==> src/rtl/pwf_pkg.sv <==
// Shared types and constants for the pulse waveform feature unit.
// Used by every module in rtl/; depends on nothing else.
package pwf_pkg;

    localparam int MAX_SAMPLES = 256;
    localparam int SAMPLE_BITS = 12;
    localparam int IDX_W       = $clog2(MAX_SAMPLES + 1);
    localparam int POS_W       = 8;
    localparam int SUM_W       = 20;
    localparam int SQ_W        = 32;
    localparam int CNT_W       = 8;
    localparam int CFG_W       = 8;
    localparam int CFG_IDX_W   = 2;
    localparam int PROD_W      = 40;
    localparam int DEN_W       = 16;
    localparam int DIV_W       = 56;
    localparam int ROOT_W      = 20;
    localparam int QUEUE_DEPTH = 2;
    localparam int QPTR_W      = $clog2(QUEUE_DEPTH);
    localparam int QCNT_W      = $clog2(QUEUE_DEPTH + 1);
    localparam int S_DATA_W    = 16;
    localparam int M_DATA_W    = 104;

    localparam logic [CFG_IDX_W-1:0] REG_PED_COUNT   = 2'd0;
    localparam logic [CFG_IDX_W-1:0] REG_WINDOW_LOW  = 2'd1;
    localparam logic [CFG_IDX_W-1:0] REG_WINDOW_HIGH = 2'd2;

    localparam logic [CFG_W-1:0] PED_COUNT_RST   = 8'd125;
    localparam logic [CFG_W-1:0] WINDOW_LOW_RST  = 8'd126;
    localparam logic [CFG_W-1:0] WINDOW_HIGH_RST = 8'd255;

    // Raw accumulator snapshot of one finished waveform
    typedef struct packed {
        logic [SUM_W-1:0]       total;
        logic [SUM_W-1:0]       window;
        logic [SAMPLE_BITS-1:0] peak;
        logic [POS_W-1:0]       pos;
        logic [SUM_W-1:0]       s1;
        logic [SQ_W-1:0]        s2;
        logic [CNT_W-1:0]       cnt;
    } pwf_rec_t;

    typedef struct packed {
        logic full;
        logic empty;
    } pwf_qstat_t;

    typedef struct packed {
        logic             start;
        logic [DIV_W-1:0] numer;
        logic [DEN_W-1:0] denom;
    } pwf_div_req_t;

    typedef struct packed {
        logic             busy;
        logic             done;
        logic [DIV_W-1:0] quot;
    } pwf_div_rsp_t;

endpackage

==> src/rtl/pwf_front.sv <==
// Front part: configuration registers and per-sample accumulation.
// Pushes one accumulator record per waveform into the queue; uses pwf_pkg.
module pwf_front (
    input  logic                             clk,
    input  logic                             rst_n,
    input  logic                             cfg_valid,
    output logic                             cfg_ready,
    input  logic [pwf_pkg::CFG_IDX_W-1:0]    cfg_index,
    input  logic [pwf_pkg::CFG_W-1:0]        cfg_data,
    input  logic                             s_tvalid,
    output logic                             s_tready,
    input  logic [pwf_pkg::SAMPLE_BITS-1:0]  sample,
    input  logic                             s_tlast,
    input  pwf_pkg::pwf_qstat_t              q_stat,
    output logic                             q_push,
    output pwf_pkg::pwf_rec_t                q_rec
);
    import pwf_pkg::*;

    logic [CFG_W-1:0]       ped_count_reg;
    logic [CFG_W-1:0]       window_low_reg;
    logic [CFG_W-1:0]       window_high_reg;
    logic [IDX_W-1:0]       idx_reg,    idx_next;
    logic [SUM_W-1:0]       total_reg,  total_next;
    logic [SUM_W-1:0]       window_reg, window_next;
    logic [SUM_W-1:0]       s1_reg,     s1_next;
    logic [SQ_W-1:0]        s2_reg,     s2_next;
    logic [SAMPLE_BITS-1:0] best_reg,   best_next;
    logic [POS_W-1:0]       pos_reg,    pos_next;
    logic                   accept;
    logic                   in_range;
    logic [POS_W-1:0]       idx_low;
    logic [CNT_W-1:0]       cnt;

    assign cfg_ready = 1'b1;
    assign s_tready  = !q_stat.full;
    assign accept    = s_tvalid && s_tready;
    assign in_range  = (idx_reg < IDX_W'(MAX_SAMPLES));
    assign idx_low   = idx_reg[POS_W-1:0];

    always_comb
    begin
        idx_next    = idx_reg;
        total_next  = total_reg;
        window_next = window_reg;
        s1_next     = s1_reg;
        s2_next     = s2_reg;
        best_next   = best_reg;
        pos_next    = pos_reg;
        if (in_range)
        begin
            idx_next   = idx_reg + 1'b1;
            total_next = total_reg + SUM_W'(sample);
            if (idx_low >= window_low_reg && idx_low <= window_high_reg)
                window_next = window_reg + SUM_W'(sample);
            if (idx_reg < IDX_W'(ped_count_reg))
            begin
                s1_next = s1_reg + SUM_W'(sample);
                s2_next = s2_reg + SQ_W'(sample) * SQ_W'(sample);
            end
            if (idx_reg == '0 || sample > best_reg)
            begin
                best_next = sample;
                pos_next  = idx_low;
            end
        end
    end

    // pedestal count is the smaller of the register and the samples seen
    assign cnt = (idx_next < IDX_W'(ped_count_reg)) ? idx_next[CNT_W-1:0] : ped_count_reg;

    assign q_push       = accept && s_tlast;
    assign q_rec.total  = total_next;
    assign q_rec.window = window_next;
    assign q_rec.peak   = best_next;
    assign q_rec.pos    = pos_next;
    assign q_rec.s1     = s1_next;
    assign q_rec.s2     = s2_next;
    assign q_rec.cnt    = cnt;

    always_ff @(posedge clk or negedge rst_n)
    begin
        if (!rst_n)
        begin
            ped_count_reg   <= PED_COUNT_RST;
            window_low_reg  <= WINDOW_LOW_RST;
            window_high_reg <= WINDOW_HIGH_RST;
        end
        else if (cfg_valid && cfg_ready)
        begin
            case (cfg_index)
                REG_PED_COUNT:   ped_count_reg   <= cfg_data;
                REG_WINDOW_LOW:  window_low_reg  <= cfg_data;
                REG_WINDOW_HIGH: window_high_reg <= cfg_data;
                default:         ;
            endcase
        end
    end

    always_ff @(posedge clk or negedge rst_n)
    begin
        if (!rst_n)
        begin
            idx_reg    <= '0;
            total_reg  <= '0;
            window_reg <= '0;
            s1_reg     <= '0;
            s2_reg     <= '0;
            best_reg   <= '0;
            pos_reg    <= '0;
        end
        else if (accept)
        begin
            if (s_tlast)
            begin
                // start the next waveform from zero
                idx_reg    <= '0;
                total_reg  <= '0;
                window_reg <= '0;
                s1_reg     <= '0;
                s2_reg     <= '0;
                best_reg   <= '0;
                pos_reg    <= '0;
            end
            else
            begin
                idx_reg    <= idx_next;
                total_reg  <= total_next;
                window_reg <= window_next;
                s1_reg     <= s1_next;
                s2_reg     <= s2_next;
                best_reg   <= best_next;
                pos_reg    <= pos_next;
            end
        end
    end

endmodule

==> src/rtl/pwf_queue.sv <==
// Short record queue between the front and back parts.
// Holds pwf_rec_t entries from pwf_pkg; read data comes from the head slot.
module pwf_queue (
    input  logic                 clk,
    input  logic                 rst_n,
    input  logic                 push,
    input  pwf_pkg::pwf_rec_t    push_rec,
    input  logic                 pop,
    output pwf_pkg::pwf_rec_t    head_rec,
    output pwf_pkg::pwf_qstat_t  stat
);
    import pwf_pkg::*;

    pwf_rec_t          slot_reg [QUEUE_DEPTH];
    logic [QPTR_W-1:0] wr_ptr_reg;
    logic [QPTR_W-1:0] rd_ptr_reg;
    logic [QCNT_W-1:0] count_reg;
    logic              do_push;
    logic              do_pop;

    assign stat.full  = (count_reg == QCNT_W'(QUEUE_DEPTH));
    assign stat.empty = (count_reg == '0);
    assign do_push    = push && !stat.full;
    assign do_pop     = pop && !stat.empty;
    assign head_rec   = slot_reg[rd_ptr_reg];

    always_ff @(posedge clk)
    begin
        if (do_push)
            slot_reg[wr_ptr_reg] <= push_rec;
    end

    always_ff @(posedge clk or negedge rst_n)
    begin
        if (!rst_n)
        begin
            wr_ptr_reg <= '0;
            rd_ptr_reg <= '0;
            count_reg  <= '0;
        end
        else
        begin
            if (do_push)
                wr_ptr_reg <= (wr_ptr_reg == QPTR_W'(QUEUE_DEPTH - 1)) ? '0 : wr_ptr_reg + 1'b1;
            if (do_pop)
                rd_ptr_reg <= (rd_ptr_reg == QPTR_W'(QUEUE_DEPTH - 1)) ? '0 : rd_ptr_reg + 1'b1;
            if (do_push && !do_pop)
                count_reg <= count_reg + 1'b1;
            else if (do_pop && !do_push)
                count_reg <= count_reg - 1'b1;
        end
    end

endmodule

==> src/rtl/pwf_div.sv <==
// Restoring divider, one quotient bit per cycle, shared by mean and variance.
// Request and response travel as pwf_pkg structs.
module pwf_div (
    input  logic                  clk,
    input  logic                  rst_n,
    input  pwf_pkg::pwf_div_req_t req,
    output pwf_pkg::pwf_div_rsp_t rsp
);
    import pwf_pkg::*;

    localparam int STEP_W = $clog2(DIV_W);

    logic [DIV_W-1:0]  quot_reg;
    logic [DEN_W-1:0]  rem_reg;
    logic [DEN_W-1:0]  denom_reg;
    logic [STEP_W-1:0] step_reg;
    logic              busy_reg;
    logic              done_reg;
    logic [DEN_W:0]    trial;
    logic              fits;

    assign trial = {rem_reg, quot_reg[DIV_W-1]};
    assign fits  = (trial >= {1'b0, denom_reg});

    assign rsp.busy = busy_reg;
    assign rsp.done = done_reg;
    assign rsp.quot = quot_reg;

    always_ff @(posedge clk or negedge rst_n)
    begin
        if (!rst_n)
        begin
            busy_reg  <= 1'b0;
            done_reg  <= 1'b0;
            step_reg  <= '0;
            quot_reg  <= '0;
            rem_reg   <= '0;
            denom_reg <= '0;
        end
        else
        begin
            done_reg <= 1'b0;
            if (req.start && !busy_reg)
            begin
                busy_reg  <= 1'b1;
                step_reg  <= '0;
                quot_reg  <= req.numer;
                rem_reg   <= '0;
                denom_reg <= req.denom;
            end
            else if (busy_reg)
            begin
                // shift in the next numerator bit, subtract where the divisor fits
                rem_reg  <= fits ? DEN_W'(trial - {1'b0, denom_reg}) : trial[DEN_W-1:0];
                quot_reg <= {quot_reg[DIV_W-2:0], fits};
                step_reg <= step_reg + 1'b1;
                if (step_reg == STEP_W'(DIV_W - 1))
                begin
                    busy_reg <= 1'b0;
                    done_reg <= 1'b1;
                end
            end
        end
    end

endmodule

==> src/rtl/pwf_back.sv <==
// Back part: pedestal mean and spread from one queued record, then the result register.
// Uses the shared divider pwf_div through pwf_pkg structs.
module pwf_back (
    input  logic                           clk,
    input  logic                           rst_n,
    input  pwf_pkg::pwf_rec_t              head_rec,
    input  pwf_pkg::pwf_qstat_t            q_stat,
    output logic                           q_pop,
    output pwf_pkg::pwf_div_req_t          div_req,
    input  pwf_pkg::pwf_div_rsp_t          div_rsp,
    output logic                           m_tvalid,
    input  logic                           m_tready,
    output logic [pwf_pkg::M_DATA_W-1:0]   m_tdata
);
    import pwf_pkg::*;

    localparam int ROOT_STEP_W = $clog2(ROOT_W);
    localparam int REM_W       = ROOT_W + 1;

    typedef enum logic [3:0] {
        ST_IDLE,
        ST_MULT,
        ST_DIFF,
        ST_MEAN,
        ST_MEAN_WAIT,
        ST_VAR,
        ST_VAR_WAIT,
        ST_ROOT,
        ST_SEND
    } state_t;

    state_t                 state_reg;
    pwf_rec_t               rec_reg;
    logic [PROD_W-1:0]      prod_a_reg;
    logic [PROD_W-1:0]      prod_b_reg;
    logic [DEN_W-1:0]       den_reg;
    logic [PROD_W-1:0]      diff_reg;
    logic [SUM_W-1:0]       mean_reg;
    logic [ROOT_W-1:0]      spread_reg;
    logic [PROD_W-1:0]      rad_reg;
    logic [REM_W-1:0]       rem_reg;
    logic [ROOT_STEP_W-1:0] step_reg;
    logic                   div_start_reg;
    logic [DIV_W-1:0]       div_numer_reg;
    logic                   valid_reg;
    logic [REM_W+1:0]       rem_sh;
    logic [REM_W+1:0]       trial;
    logic                   fits;

    assign rem_sh = {rem_reg, rad_reg[PROD_W-1 -: 2]};
    assign trial  = {spread_reg, 2'b01};
    assign fits   = (rem_sh >= trial);

    assign q_pop         = (state_reg == ST_IDLE) && !q_stat.empty;
    assign div_req.start = div_start_reg;
    assign div_req.numer = div_numer_reg;
    assign div_req.denom = den_reg;

    assign m_tvalid = valid_reg;
    assign m_tdata  = {4'b0, spread_reg, mean_reg, rec_reg.pos, rec_reg.peak,
                       rec_reg.window, rec_reg.total};

    always_ff @(posedge clk or negedge rst_n)
    begin
        if (!rst_n)
        begin
            state_reg     <= ST_IDLE;
            rec_reg       <= '0;
            prod_a_reg    <= '0;
            prod_b_reg    <= '0;
            den_reg       <= '0;
            diff_reg      <= '0;
            mean_reg      <= '0;
            spread_reg    <= '0;
            rad_reg       <= '0;
            rem_reg       <= '0;
            step_reg      <= '0;
            div_start_reg <= 1'b0;
            div_numer_reg <= '0;
            valid_reg     <= 1'b0;
        end
        else
        begin
            div_start_reg <= 1'b0;
            case (state_reg)
                ST_IDLE:
                begin
                    if (!q_stat.empty)
                    begin
                        rec_reg   <= head_rec;
                        state_reg <= ST_MULT;
                    end
                end
                ST_MULT:
                begin
                    prod_a_reg <= PROD_W'(rec_reg.cnt) * PROD_W'(rec_reg.s2);
                    prod_b_reg <= PROD_W'(rec_reg.s1) * PROD_W'(rec_reg.s1);
                    den_reg    <= DEN_W'(rec_reg.cnt) * (DEN_W'(rec_reg.cnt) - 1'b1);
                    mean_reg   <= '0;
                    spread_reg <= '0;
                    state_reg  <= ST_DIFF;
                end
                ST_DIFF:
                begin
                    diff_reg  <= (prod_a_reg > prod_b_reg) ? prod_a_reg - prod_b_reg : '0;
                    state_reg <= (rec_reg.cnt != '0) ? ST_MEAN : ST_SEND;
                    valid_reg <= (rec_reg.cnt == '0);
                end
                ST_MEAN:
                begin
                    // mean = 256 * S1 / cnt; the divisor port carries cnt for this pass
                    den_reg       <= DEN_W'(rec_reg.cnt);
                    div_numer_reg <= DIV_W'({rec_reg.s1, 8'b0});
                    div_start_reg <= 1'b1;
                    state_reg     <= ST_MEAN_WAIT;
                end
                ST_MEAN_WAIT:
                begin
                    if (div_rsp.done)
                    begin
                        mean_reg <= div_rsp.quot[SUM_W-1:0];
                        if (rec_reg.cnt >= CNT_W'(2))
                            state_reg <= ST_VAR;
                        else
                        begin
                            state_reg <= ST_SEND;
                            valid_reg <= 1'b1;
                        end
                    end
                end
                ST_VAR:
                begin
                    den_reg       <= DEN_W'(rec_reg.cnt) * (DEN_W'(rec_reg.cnt) - 1'b1);
                    div_numer_reg <= {diff_reg, 16'b0};
                    div_start_reg <= 1'b1;
                    state_reg     <= ST_VAR_WAIT;
                end
                ST_VAR_WAIT:
                begin
                    if (div_rsp.done)
                    begin
                        rad_reg   <= div_rsp.quot[PROD_W-1:0];
                        rem_reg   <= '0;
                        step_reg  <= '0;
                        state_reg <= ST_ROOT;
                    end
                end
                ST_ROOT:
                begin
                    // one root bit per cycle from the top two radicand bits
                    rad_reg    <= {rad_reg[PROD_W-3:0], 2'b00};
                    rem_reg    <= fits ? REM_W'(rem_sh - trial) : REM_W'(rem_sh);
                    spread_reg <= {spread_reg[ROOT_W-2:0], fits};
                    step_reg   <= step_reg + 1'b1;
                    if (step_reg == ROOT_STEP_W'(ROOT_W - 1))
                    begin
                        state_reg <= ST_SEND;
                        valid_reg <= 1'b1;
                    end
                end
                ST_SEND:
                begin
                    if (m_tready)
                    begin
                        valid_reg <= 1'b0;
                        state_reg <= ST_IDLE;
                    end
                end
                default:
                begin
                    state_reg <= ST_IDLE;
                    valid_reg <= 1'b0;
                end
            endcase
        end
    end

endmodule

==> src/rtl/pulse_waveform_features_unit.sv <==
// Pulse waveform feature unit: one record of sums, peak and pedestal per waveform.
// Uses pwf_pkg and instantiates pwf_front, pwf_queue, pwf_div and pwf_back.
//
// Usage:
//   Samples enter on the s_ channel, one per cycle while s_tready is high, with s_tlast on the final
//   sample of a waveform. Samples past index 255 are dropped, but their tlast
//   still closes the waveform. Each closed waveform gives one record on m_.
//   The cfg channel writes ped_count (0), window_low (1), window_high (2);
//   index 3 is ignored. cfg_ready is always high; write only while idle.
// Processing:
//   The front accumulates one sample per cycle while the queue has room. After tlast,
//   a record waits in a two-entry queue; the back part then runs two passes of the
//   shared bit-serial divider and a square root on it, with fewer steps when the pedestal
//   count is below two. The iterative divider sets the record rate.
// Reset and stalls:
//   Reset restores the register defaults (125, 126, 255), clears accumulators
//   and the queue. When m_tready is low the result holds in the output register
//   while the front keeps taking samples until the queue fills; s_tready then
//   drops until the back part frees an entry.
module pulse_waveform_features_unit (
    input  logic                           clk,
    input  logic                           rst_n,
    input  logic                           cfg_valid,
    output logic                           cfg_ready,
    input  logic [pwf_pkg::CFG_IDX_W-1:0]  cfg_index,
    input  logic [pwf_pkg::CFG_W-1:0]      cfg_data,
    input  logic                           s_tvalid,
    output logic                           s_tready,
    // [11:0] adc_sample, [15:12] zero
    input  logic [pwf_pkg::S_DATA_W-1:0]   s_tdata,
    input  logic                           s_tlast,
    output logic                           m_tvalid,
    input  logic                           m_tready,
    // [19:0] total_sum, [39:20] window_total, [51:40] peak_value,
    // [59:52] peak_position, [79:60] pedestal_mean, [99:80] pedestal_spread, [103:100] zero
    output logic [pwf_pkg::M_DATA_W-1:0]   m_tdata
);
    import pwf_pkg::*;

    pwf_qstat_t   q_stat;
    pwf_rec_t     push_rec;
    pwf_rec_t     head_rec;
    logic         q_push;
    logic         q_pop;
    pwf_div_req_t div_req;
    pwf_div_rsp_t div_rsp;

    pwf_front u_front (
        .clk       (clk),
        .rst_n     (rst_n),
        .cfg_valid (cfg_valid),
        .cfg_ready (cfg_ready),
        .cfg_index (cfg_index),
        .cfg_data  (cfg_data),
        .s_tvalid  (s_tvalid),
        .s_tready  (s_tready),
        .sample    (s_tdata[SAMPLE_BITS-1:0]),
        .s_tlast   (s_tlast),
        .q_stat    (q_stat),
        .q_push    (q_push),
        .q_rec     (push_rec)
    );

    pwf_queue u_queue (
        .clk      (clk),
        .rst_n    (rst_n),
        .push     (q_push),
        .push_rec (push_rec),
        .pop      (q_pop),
        .head_rec (head_rec),
        .stat     (q_stat)
    );

    pwf_div u_div (
        .clk   (clk),
        .rst_n (rst_n),
        .req   (div_req),
        .rsp   (div_rsp)
    );

    pwf_back u_back (
        .clk      (clk),
        .rst_n    (rst_n),
        .head_rec (head_rec),
        .q_stat   (q_stat),
        .q_pop    (q_pop),
        .div_req  (div_req),
        .div_rsp  (div_rsp),
        .m_tvalid (m_tvalid),
        .m_tready (m_tready),
        .m_tdata  (m_tdata)
    );

    a_no_push_when_full : assert property (@(posedge clk) disable iff (!rst_n)
        q_push |-> !q_stat.full)
        else $error("record pushed into a full queue");

    a_record_queued : assert property (@(posedge clk) disable iff (!rst_n)
        (s_tvalid && s_tready && s_tlast) |=> !q_stat.empty)
        else $error("closed waveform left no record in the queue");

    a_div_done_after_busy : assert property (@(posedge clk) disable iff (!rst_n)
        div_rsp.done |-> $past(div_rsp.busy))
        else $error("divider finished without running");

    a_no_start_while_busy : assert property (@(posedge clk) disable iff (!rst_n)
        div_req.start |-> !div_rsp.busy)
        else $error("divider started while busy");

endmodule

==> config.mk <==
export PLATFORM = sky130hd
export DESIGN_NAME = pulse_waveform_features_unit
export DESIGN_NICKNAME = d
export VERILOG_FILES = /design/src/rtl/pwf_pkg.sv /design/src/rtl/pwf_front.sv /design/src/rtl/pwf_queue.sv /design/src/rtl/pwf_div.sv /design/src/rtl/pwf_back.sv /design/src/rtl/pulse_waveform_features_unit.sv
export SDC_FILE = /design/constraint.sdc
export NUM_CORES = 2
export LEC_CHECK = 0
export ABC_AREA = 1
export BUFFER_PORTS_ARGS = -buffer_cell sky130_fd_sc_hd__buf_4
export CAP_MARGIN = 20
export CORE_MARGIN = 1
export CORE_UTILIZATION = 60
export CTS_CLUSTER_SIZE = 12
export DETAILED_ROUTE_END_ITERATION = 12
export PLACE_DENSITY = 0.8
export SYNTH_ARGS = -nofsm -noshare
export SYNTH_HDL_FRONTEND = slang
export SYNTH_SLANG_ARGS = --single-unit
==> constraint.sdc <==
create_clock -name clk -period 9.35 [get_ports clk]
set_clock_uncertainty 0.2 [all_clocks]
set_input_delay 0 -clock clk [delete_from_list [all_inputs] [get_ports clk]]
set_output_delay 0 -clock clk [all_outputs]
set_load 0.005 [all_outputs]
; Word-level counts from Yosys, hierarchy flattened
; Memory sizes are Yosys's and may differ from the RTL's. A register that Yosys moved wholly into a read port is not among the register bits.
; Index checks and enable logic that the tools add are counted.
[op_classes]
shift = 0
order_cmp = 10
eq_ne = 19
n_reduce_logical = 40
muxes = 66
n_bitwise = 2
addsub = 15
multipliers = 4
div_mod_pow = 0
[ops]
columns = cell, count
row1 = 20-bit 2-to-1 mux, 9
row2 = 56-bit 2-to-1 mux, 2
row3 = 56-bit one-hot mux with 2 select lines, 1
row4 = 32-bit 2-to-1 mux, 3
row5 = 40-bit 2-to-1 mux, 2
row6 = 20-bit one-hot mux with 2 select lines, 2
row7 = 40-bit one-hot mux with 2 select lines, 1
row8 = 20-bit by 12-bit adder with 20-bit output, 3
row9 = 16-bit 2-to-1 mux, 3
row10 = 21-bit 2-to-1 mux, 2
row11 = 21-bit one-hot mux with 2 select lines, 1
row12 = 40-bit greater-than comparator, 1
row13 = 20-bit by 20-bit multiplier with 40-bit output, 1
row14 = 8-bit by 32-bit multiplier with 40-bit output, 1
row15 = 40-bit subtractor, 1
row16 = 12-bit 2-to-1 mux, 3
row17 = 4-bit one-hot mux with 9 select lines, 1
row18 = 32-bit by 24-bit adder with 32-bit output, 1
row19 = 8-bit 2-to-1 mux, 4
row20 = 16-bit one-hot mux with 2 select lines, 1
row21 = 4-bit 2-to-1 mux, 7
row22 = 12-bit by 12-bit multiplier with 24-bit output, 1
row23 = 23-bit by 22-bit >= comparator with 1-bit output, 1
row24 = 21-bit subtractor, 1
row25 = 47 further kinds, 103
[word_totals]
register_bits = 549
out_inout_bits = 107
latch_bits = 0
ramBits = 240
mem_bits_ro = 0
memories = 1
in_bits = 32
[mem_list]
columns = name, words, width, rd, rd_clocked_by_memory_dff, write_ports, line
row1 = u_queue.slot_reg, 2, 120, 1, 1, 1, pwf_queue.sv:14  ; pwf_rec_t slot_reg [QUEUE_DEPTH];

; Depth between registers and ports, before layout
[depth]
ltp_word = 9
ltp_mapped = 31

; Hierarchy
; Synthesis repeated with hierarchy kept, for this count alone.
[unflattened]
hier_cells = 9509
area_unflattened_um2 = 75576.2
[by_module_without_submodules]
columns = module, n_inst, area_per_inst_um2, seq_area_each_um2, cells_per_inst
row1 = pwf_back, 1, 44901.8, 10385.0, 5769
row2 = pwf_front, 1, 16390.7, 3653.5, 2395
row3 = pwf_queue, 1, 8998.6, 7307.0, 659
row4 = pwf_div, 1, 5285.1, 2402.3, 686

; Worst setup path before layout
; No wires, ideal clock.
[synth_path]
path_type = register to register
startpoint = reg u_queue.count_reg[0]
endpoint = mem u_queue.slot_reg[0][0] in the netlist's numbering, enable pin
stages_incl_launch_ff = 7
arrival_time_ps = 5895
slack_ps = 2655
period_less_slack_ps = 6695
cell_sequence = dfrtp_1 > inv_2 > nand2_1 > nand2_1 > nor2_1 > inv_1 > nor2_1
[synth_via]
elab_chain_cells = 7
[synth_rtl]
columns = element, line
row1 = from (decl), pwf_queue.sv:17  ; logic [QCNT_W-1:0] count_reg;
row2 = from (signal assigned), pwf_queue.sv:48  ; count_reg <= count_reg + 1'b1;
row3 = from (signal assigned), pwf_queue.sv:50  ; count_reg <= count_reg - 1'b1;
row4 = 2-bit == test (*), pwf_queue.sv:21  ; assign stat.full = (count_reg == QCNT_W'(QUEUE_DEPTH));
row5 = 1-bit zero test (*), pwf_front.sv:36  ; assign s_tready = !q_stat.full;
row6 = named net s_tready, pulse_waveform_features_unit.sv:28  ; output logic s_tready,
row7 = 1-bit logical AND, pwf_front.sv:37  ; assign accept = s_tvalid && s_tready;
row8 = 1-bit logical AND, pwf_front.sv:72  ; assign q_push = accept && s_tlast;
row9 = 1-bit logical AND (*), pwf_queue.sv:23  ; assign do_push = push && !stat.full;
row10 = named net u_queue.do_push, pwf_queue.sv:18  ; logic do_push;
row11 = 1-bit 2-to-1 mux (*), pwf_queue.sv:29  ; if (do_push)
row12 = 1-bit 2-to-1 mux (not written as such) (*), pwf_queue.sv:30  ; slot_reg[wr_ptr_reg] <= push_rec;
row13 = to (decl), pwf_queue.sv:14
; The timed path passes the listed nets; every way through them passes the cells marked *.

; Worst setup path after layout
[layout_path]
startpoint = reg u_back.rec_reg[44] in the netlist's numbering
endpoint = reg u_back.prod_b_reg[21]
[layout_via]
elab_chain_cells = 1
[layout_rtl]
columns = element, line
row1 = from (decl), pwf_back.sv:33  ; pwf_rec_t rec_reg;
row2 = from (signal assigned), pwf_back.sv:90  ; rec_reg <= head_rec;
row3 = 20-bit by 20-bit multiplier with 40-bit output, pwf_back.sv:97  ; prod_b_reg <= PROD_W'(rec_reg.s1) * PROD_W'(rec_reg.s1);
row4 = to (signal assigned), pwf_back.sv:97
row5 = to (decl), pwf_back.sv:35  ; logic [PROD_W-1:0] prod_b_reg;
; No other way between the ends.
; A chain may end at the register's enable or synchronous reset.

==> out/summary.txt <==
========================================================================================
Run status                                                                  finished clean
Initial Util                                                                       60.5%
Count of flip-flops with a built-in enable after synthesis                           240
Final-report setup violation count                                                     0
Vias per inst                                                                       5.47
Data required time at the worst endpoint                                         9.71 ns
Post-DP Area                                                                0.0754 sq mm
I/O Buffers                                                                          129
Worst Setup Start Kind                                                         flip-flop
Synthesized instance count                                                          9214
Global-route usage over all layers                                                 30.1%
Die ar.                                                                      0.124 sq mm
Endpoint class of the critical path                                            flip-flop
Worst Setup Path Type                                                       flip-flop to flip-flop
Cell with the most instances after synthesis                                     nand2_1
Total wirelength of the detailed-routed design                              184000 microns
Syn Area/Cell                                                                 8.01 sq um
FMAX                                                                             140 MHz
Die height                                                                   353 microns
Reg area                                                                    0.0238 sq mm
Data arrival at the endpoint of the critical path                                7.50 ns
Synth area leader                                                                dfrtp_1
Clock network latency to the later pin of the worst-skew pair                    0.74 ns
Final period demand of the worst path                                            7.14 ns
Max Root-Sink Buffers                                                                  3
First-iteration detailed-routing DRC count                                          4342
Finished Core Util                                                                 64.8%
Main flop type after synthesis                                                   dfrtp_1
Portion of the clock cycle consumed by the worst path in the final layout          76.4%
Non-Filler Cell Area, Final                                                 0.0790 sq mm
Final nets                                                                         10300
Unrepaired setup endpoints after global routing                                    false
Layout area overhead                                                               7.07%
Worst Tran Pin Value                                                             1.08 ns
Worst path slowest cell                                                          dfrtp_1
Number of DRC violations after detailed routing                                        0
Final number of max-transition violations                                              0
Number of core rows                                                                  128
Setup TNS Final                                                                     0 ns
Kind of path behind the tightest hold check                                 input pin to flip-flop
CTS buffer count                                                                      95
Worst-path fanout max                                                                 20
Netlist cell types                                                                    59
Number of global-route vias before repair                                          60900
# clock sinks                                                                        900
Number of filler cells placed in the layout                                         9989
Synth async-reset ratio                                                            73.3%
Synth cell count leaders                                                    nand2_1 (2515), inv_1 (1860), dfrtp_1 (640)
Boundary pin count                                                                   139
Number of nets with antenna violations after detailed routing                          0
Global-route wire length before repair                                      304000 microns
First-pass iteration count of the detailed router                                      7
Max Cap Violations                                                                     0
Total global routing overflow                                                          0
Sequential share of the synthesized area                                           32.2%
Vias post-DR                                                                       59400
Post-detailed-placement half-perimeter wirelength                           137000 microns
Yosys reg bits                                                                       900
Pin count of the biggest net entering global routing                                 172
Die boundary width                                                           353 microns
Warning count from the yosys run                                                       0
Area of the multi-input gates                                               0.0412 sq mm
Critical Path Most Common Cell                                                      fa_1
Final weighted congestion in routability-driven placement                          0.944
Clock root cell                                                                clkbuf_16
Top Family by Delay on Critical Path                                         adder cells
H-tree level count                                                                     3
Chain of cells forming the critical path                                    nand2_1 > fa_1 > inv_1 > fa_1 > fa_1 > fa_1 > inv_1 > fa_1 > inv_1 > fa_1 > inv_1 > fa_1 > inv_1 > ha_1 > nand2_1 > inv_1 > a21oi_1 > nand2_1 > nand2_1 > nand3_1 > or2_2 > nand3_1 > o21ai_0
Core outline area                                                            0.122 sq mm
Clock tree from TritonCTS                                                            yes
Clock slew at the register clock pins of the worst setup and hold paths          0.07 ns
Final Hold Fails                                                                       0
Fraction of layout instances using a drive strength above 1                        4.68%
Area fraction of the dominant cell type after synthesis                            21.7%
Flip-flop count of the largest register after layout                                 240
Initial antenna violation count                                                        5
Average detailed-routed wire length per instance                            17.0 microns
Leading post-synthesis cells by cell area                                   dfrtp_1 (22%), fa_1 (17%), nand2_1 (13%), edfxtp_1 (9.8%), inv_1 (9.5%)
Delay of the slowest critical-path stage                                         1.02 ns
Combined area of all synthesized cells                                      0.0738 sq mm
Critical path buffer and inverter count                                                6
Slew headroom                                                                      28.2%
========================================================================================
## through the flow
step / hold slack, ns / instances / worst slack [ns]
CTS: 0.148 / 10800 / 2.26
finish: 0.207 / 10900 / 2.21
global route: 0.237 / 10900 / 1.83
floorplan: -0.496 / 9226 / 2.66
global placement: -0.0596 / 10600 / 2.38
detailed placement: -0.0575 / 10600 / 2.27
## worst reg2reg max path, stage by stage (launching register included)
cell     delay, ns
dfrtp_1       1.02
nand2_1       0.20
fa_1          0.62
inv_1         0.07
fa_1          0.55
fa_1          0.46
fa_1          0.52
inv_1         0.06
fa_1          0.54
inv_1         0.06
fa_1          0.47
inv_1         0.05
fa_1          0.50
inv_1         0.04
ha_1          0.34
nand2_1       0.15
inv_1         0.05
a21oi_1       0.20
nand2_1       0.09
nand2_1       0.06
nand3_1       0.20
or2_2         0.34
nand3_1       0.07
o21ai_0       0.10
## kinds of logic after synthesis
kind of cell / after synthesis / share of synthesized area [%]
compound gates: 1209 / 9.06
fa+ha+maj: 1096 / 24.9
other cells: 2 / 0.0102
xor+xnor: 137 / 1.63
buf+inv: 2275 / 12.1
flops: 900 / 32.2
simple gates: 3595 / 20.1
## cell usage in the layout, fill, tap and decap left out, types with 13 or more instances in the layout
master	netlist	layout
ha_1	472	472
nor3_1	48	48
o21bai_1	29	29
or2_2	23	23
clkbuf_16	0	96
and2_1	44	44
dlygate4sd3_1	0	42
xnor2_1	86	86
o221ai_1	21	21
a21o_1	13	13
dfstp_2	20	20
dfrtp_1	640	638
a21oi_1	300	300
nand4_1	48	48
conb_1	2	14
nand3b_1	62	62
o21ai_1	104	104
nand2_1	2515	2513
inv_1	1860	1859
edfxtp_1	240	240
o22ai_1	120	120
buf_4	69	173
o21ai_0	506	506
nor2_1	384	380
fa_1	624	624
inv_2	23	22
nand3_1	415	415
nand2_2	13	15
clkbuf_1	192	33
xor2_1	51	51
o211ai_1	56	56
## cell type report
type	count	share of cell area, %
Multi-Input combinational cell	6051	52.1
Sequential cell	900	30.1
Inverter	1886	8.97
Clock buffer	139	3.37
Tap cell	1625	2.57
Timing Repair Buffer	224	2.44
Clock inverter	28	0.432
Antenna cell	2	0.00633
## what timing repair did
action                                 in CTS  in global routing
hold buffers                               43                  0
setup buffers                               0                  0
resized for setup                           0                  0
setup endpoints to repair                   0                  0
endpoints found under the hold margin     243                  0
## path summary, 6_finish.rpt
kind | startpoint | endpoint | slack, ns | cells after the start
worst max-delay path | u_back.rec_reg[44] | u_back.prod_b_reg[21] | 2.21 | 23
worst min-delay path | cfg_valid | u_front.window_high_reg[3] | 0.21 | 5
worst max register to register | u_back.rec_reg[44] | u_back.prod_b_reg[21] | 2.21 | 23
worst min register to register | u_back.step_reg[4] | u_back.step_reg[4] | 0.27 | 1
max in group asynchronous | rst_n | u_back.rec_reg[37] | 6.89 | 5
min in group asynchronous | rst_n | u_back.div_numer_reg[42] | 0.23 | 4
## per-layer routing
layer | track usage [%] | vias to the layer above | wire length, microns | part of all wire, %
met3 | 4.23 | 348 | 11300 | 6.2
met1 | 38.9 | 28800 | 76700 | 42
met2 | 51.6 | 1878 | 89500 | 49
met4 | 10.9 | 4 | 6490 | 3.5
li1 | - | 28400 | - | -
met5 | 0 | - | 22 | 0.012
Power is not shown: default switching activity piles up to over one toggle a cycle in this logic, so the estimate is an artifact.
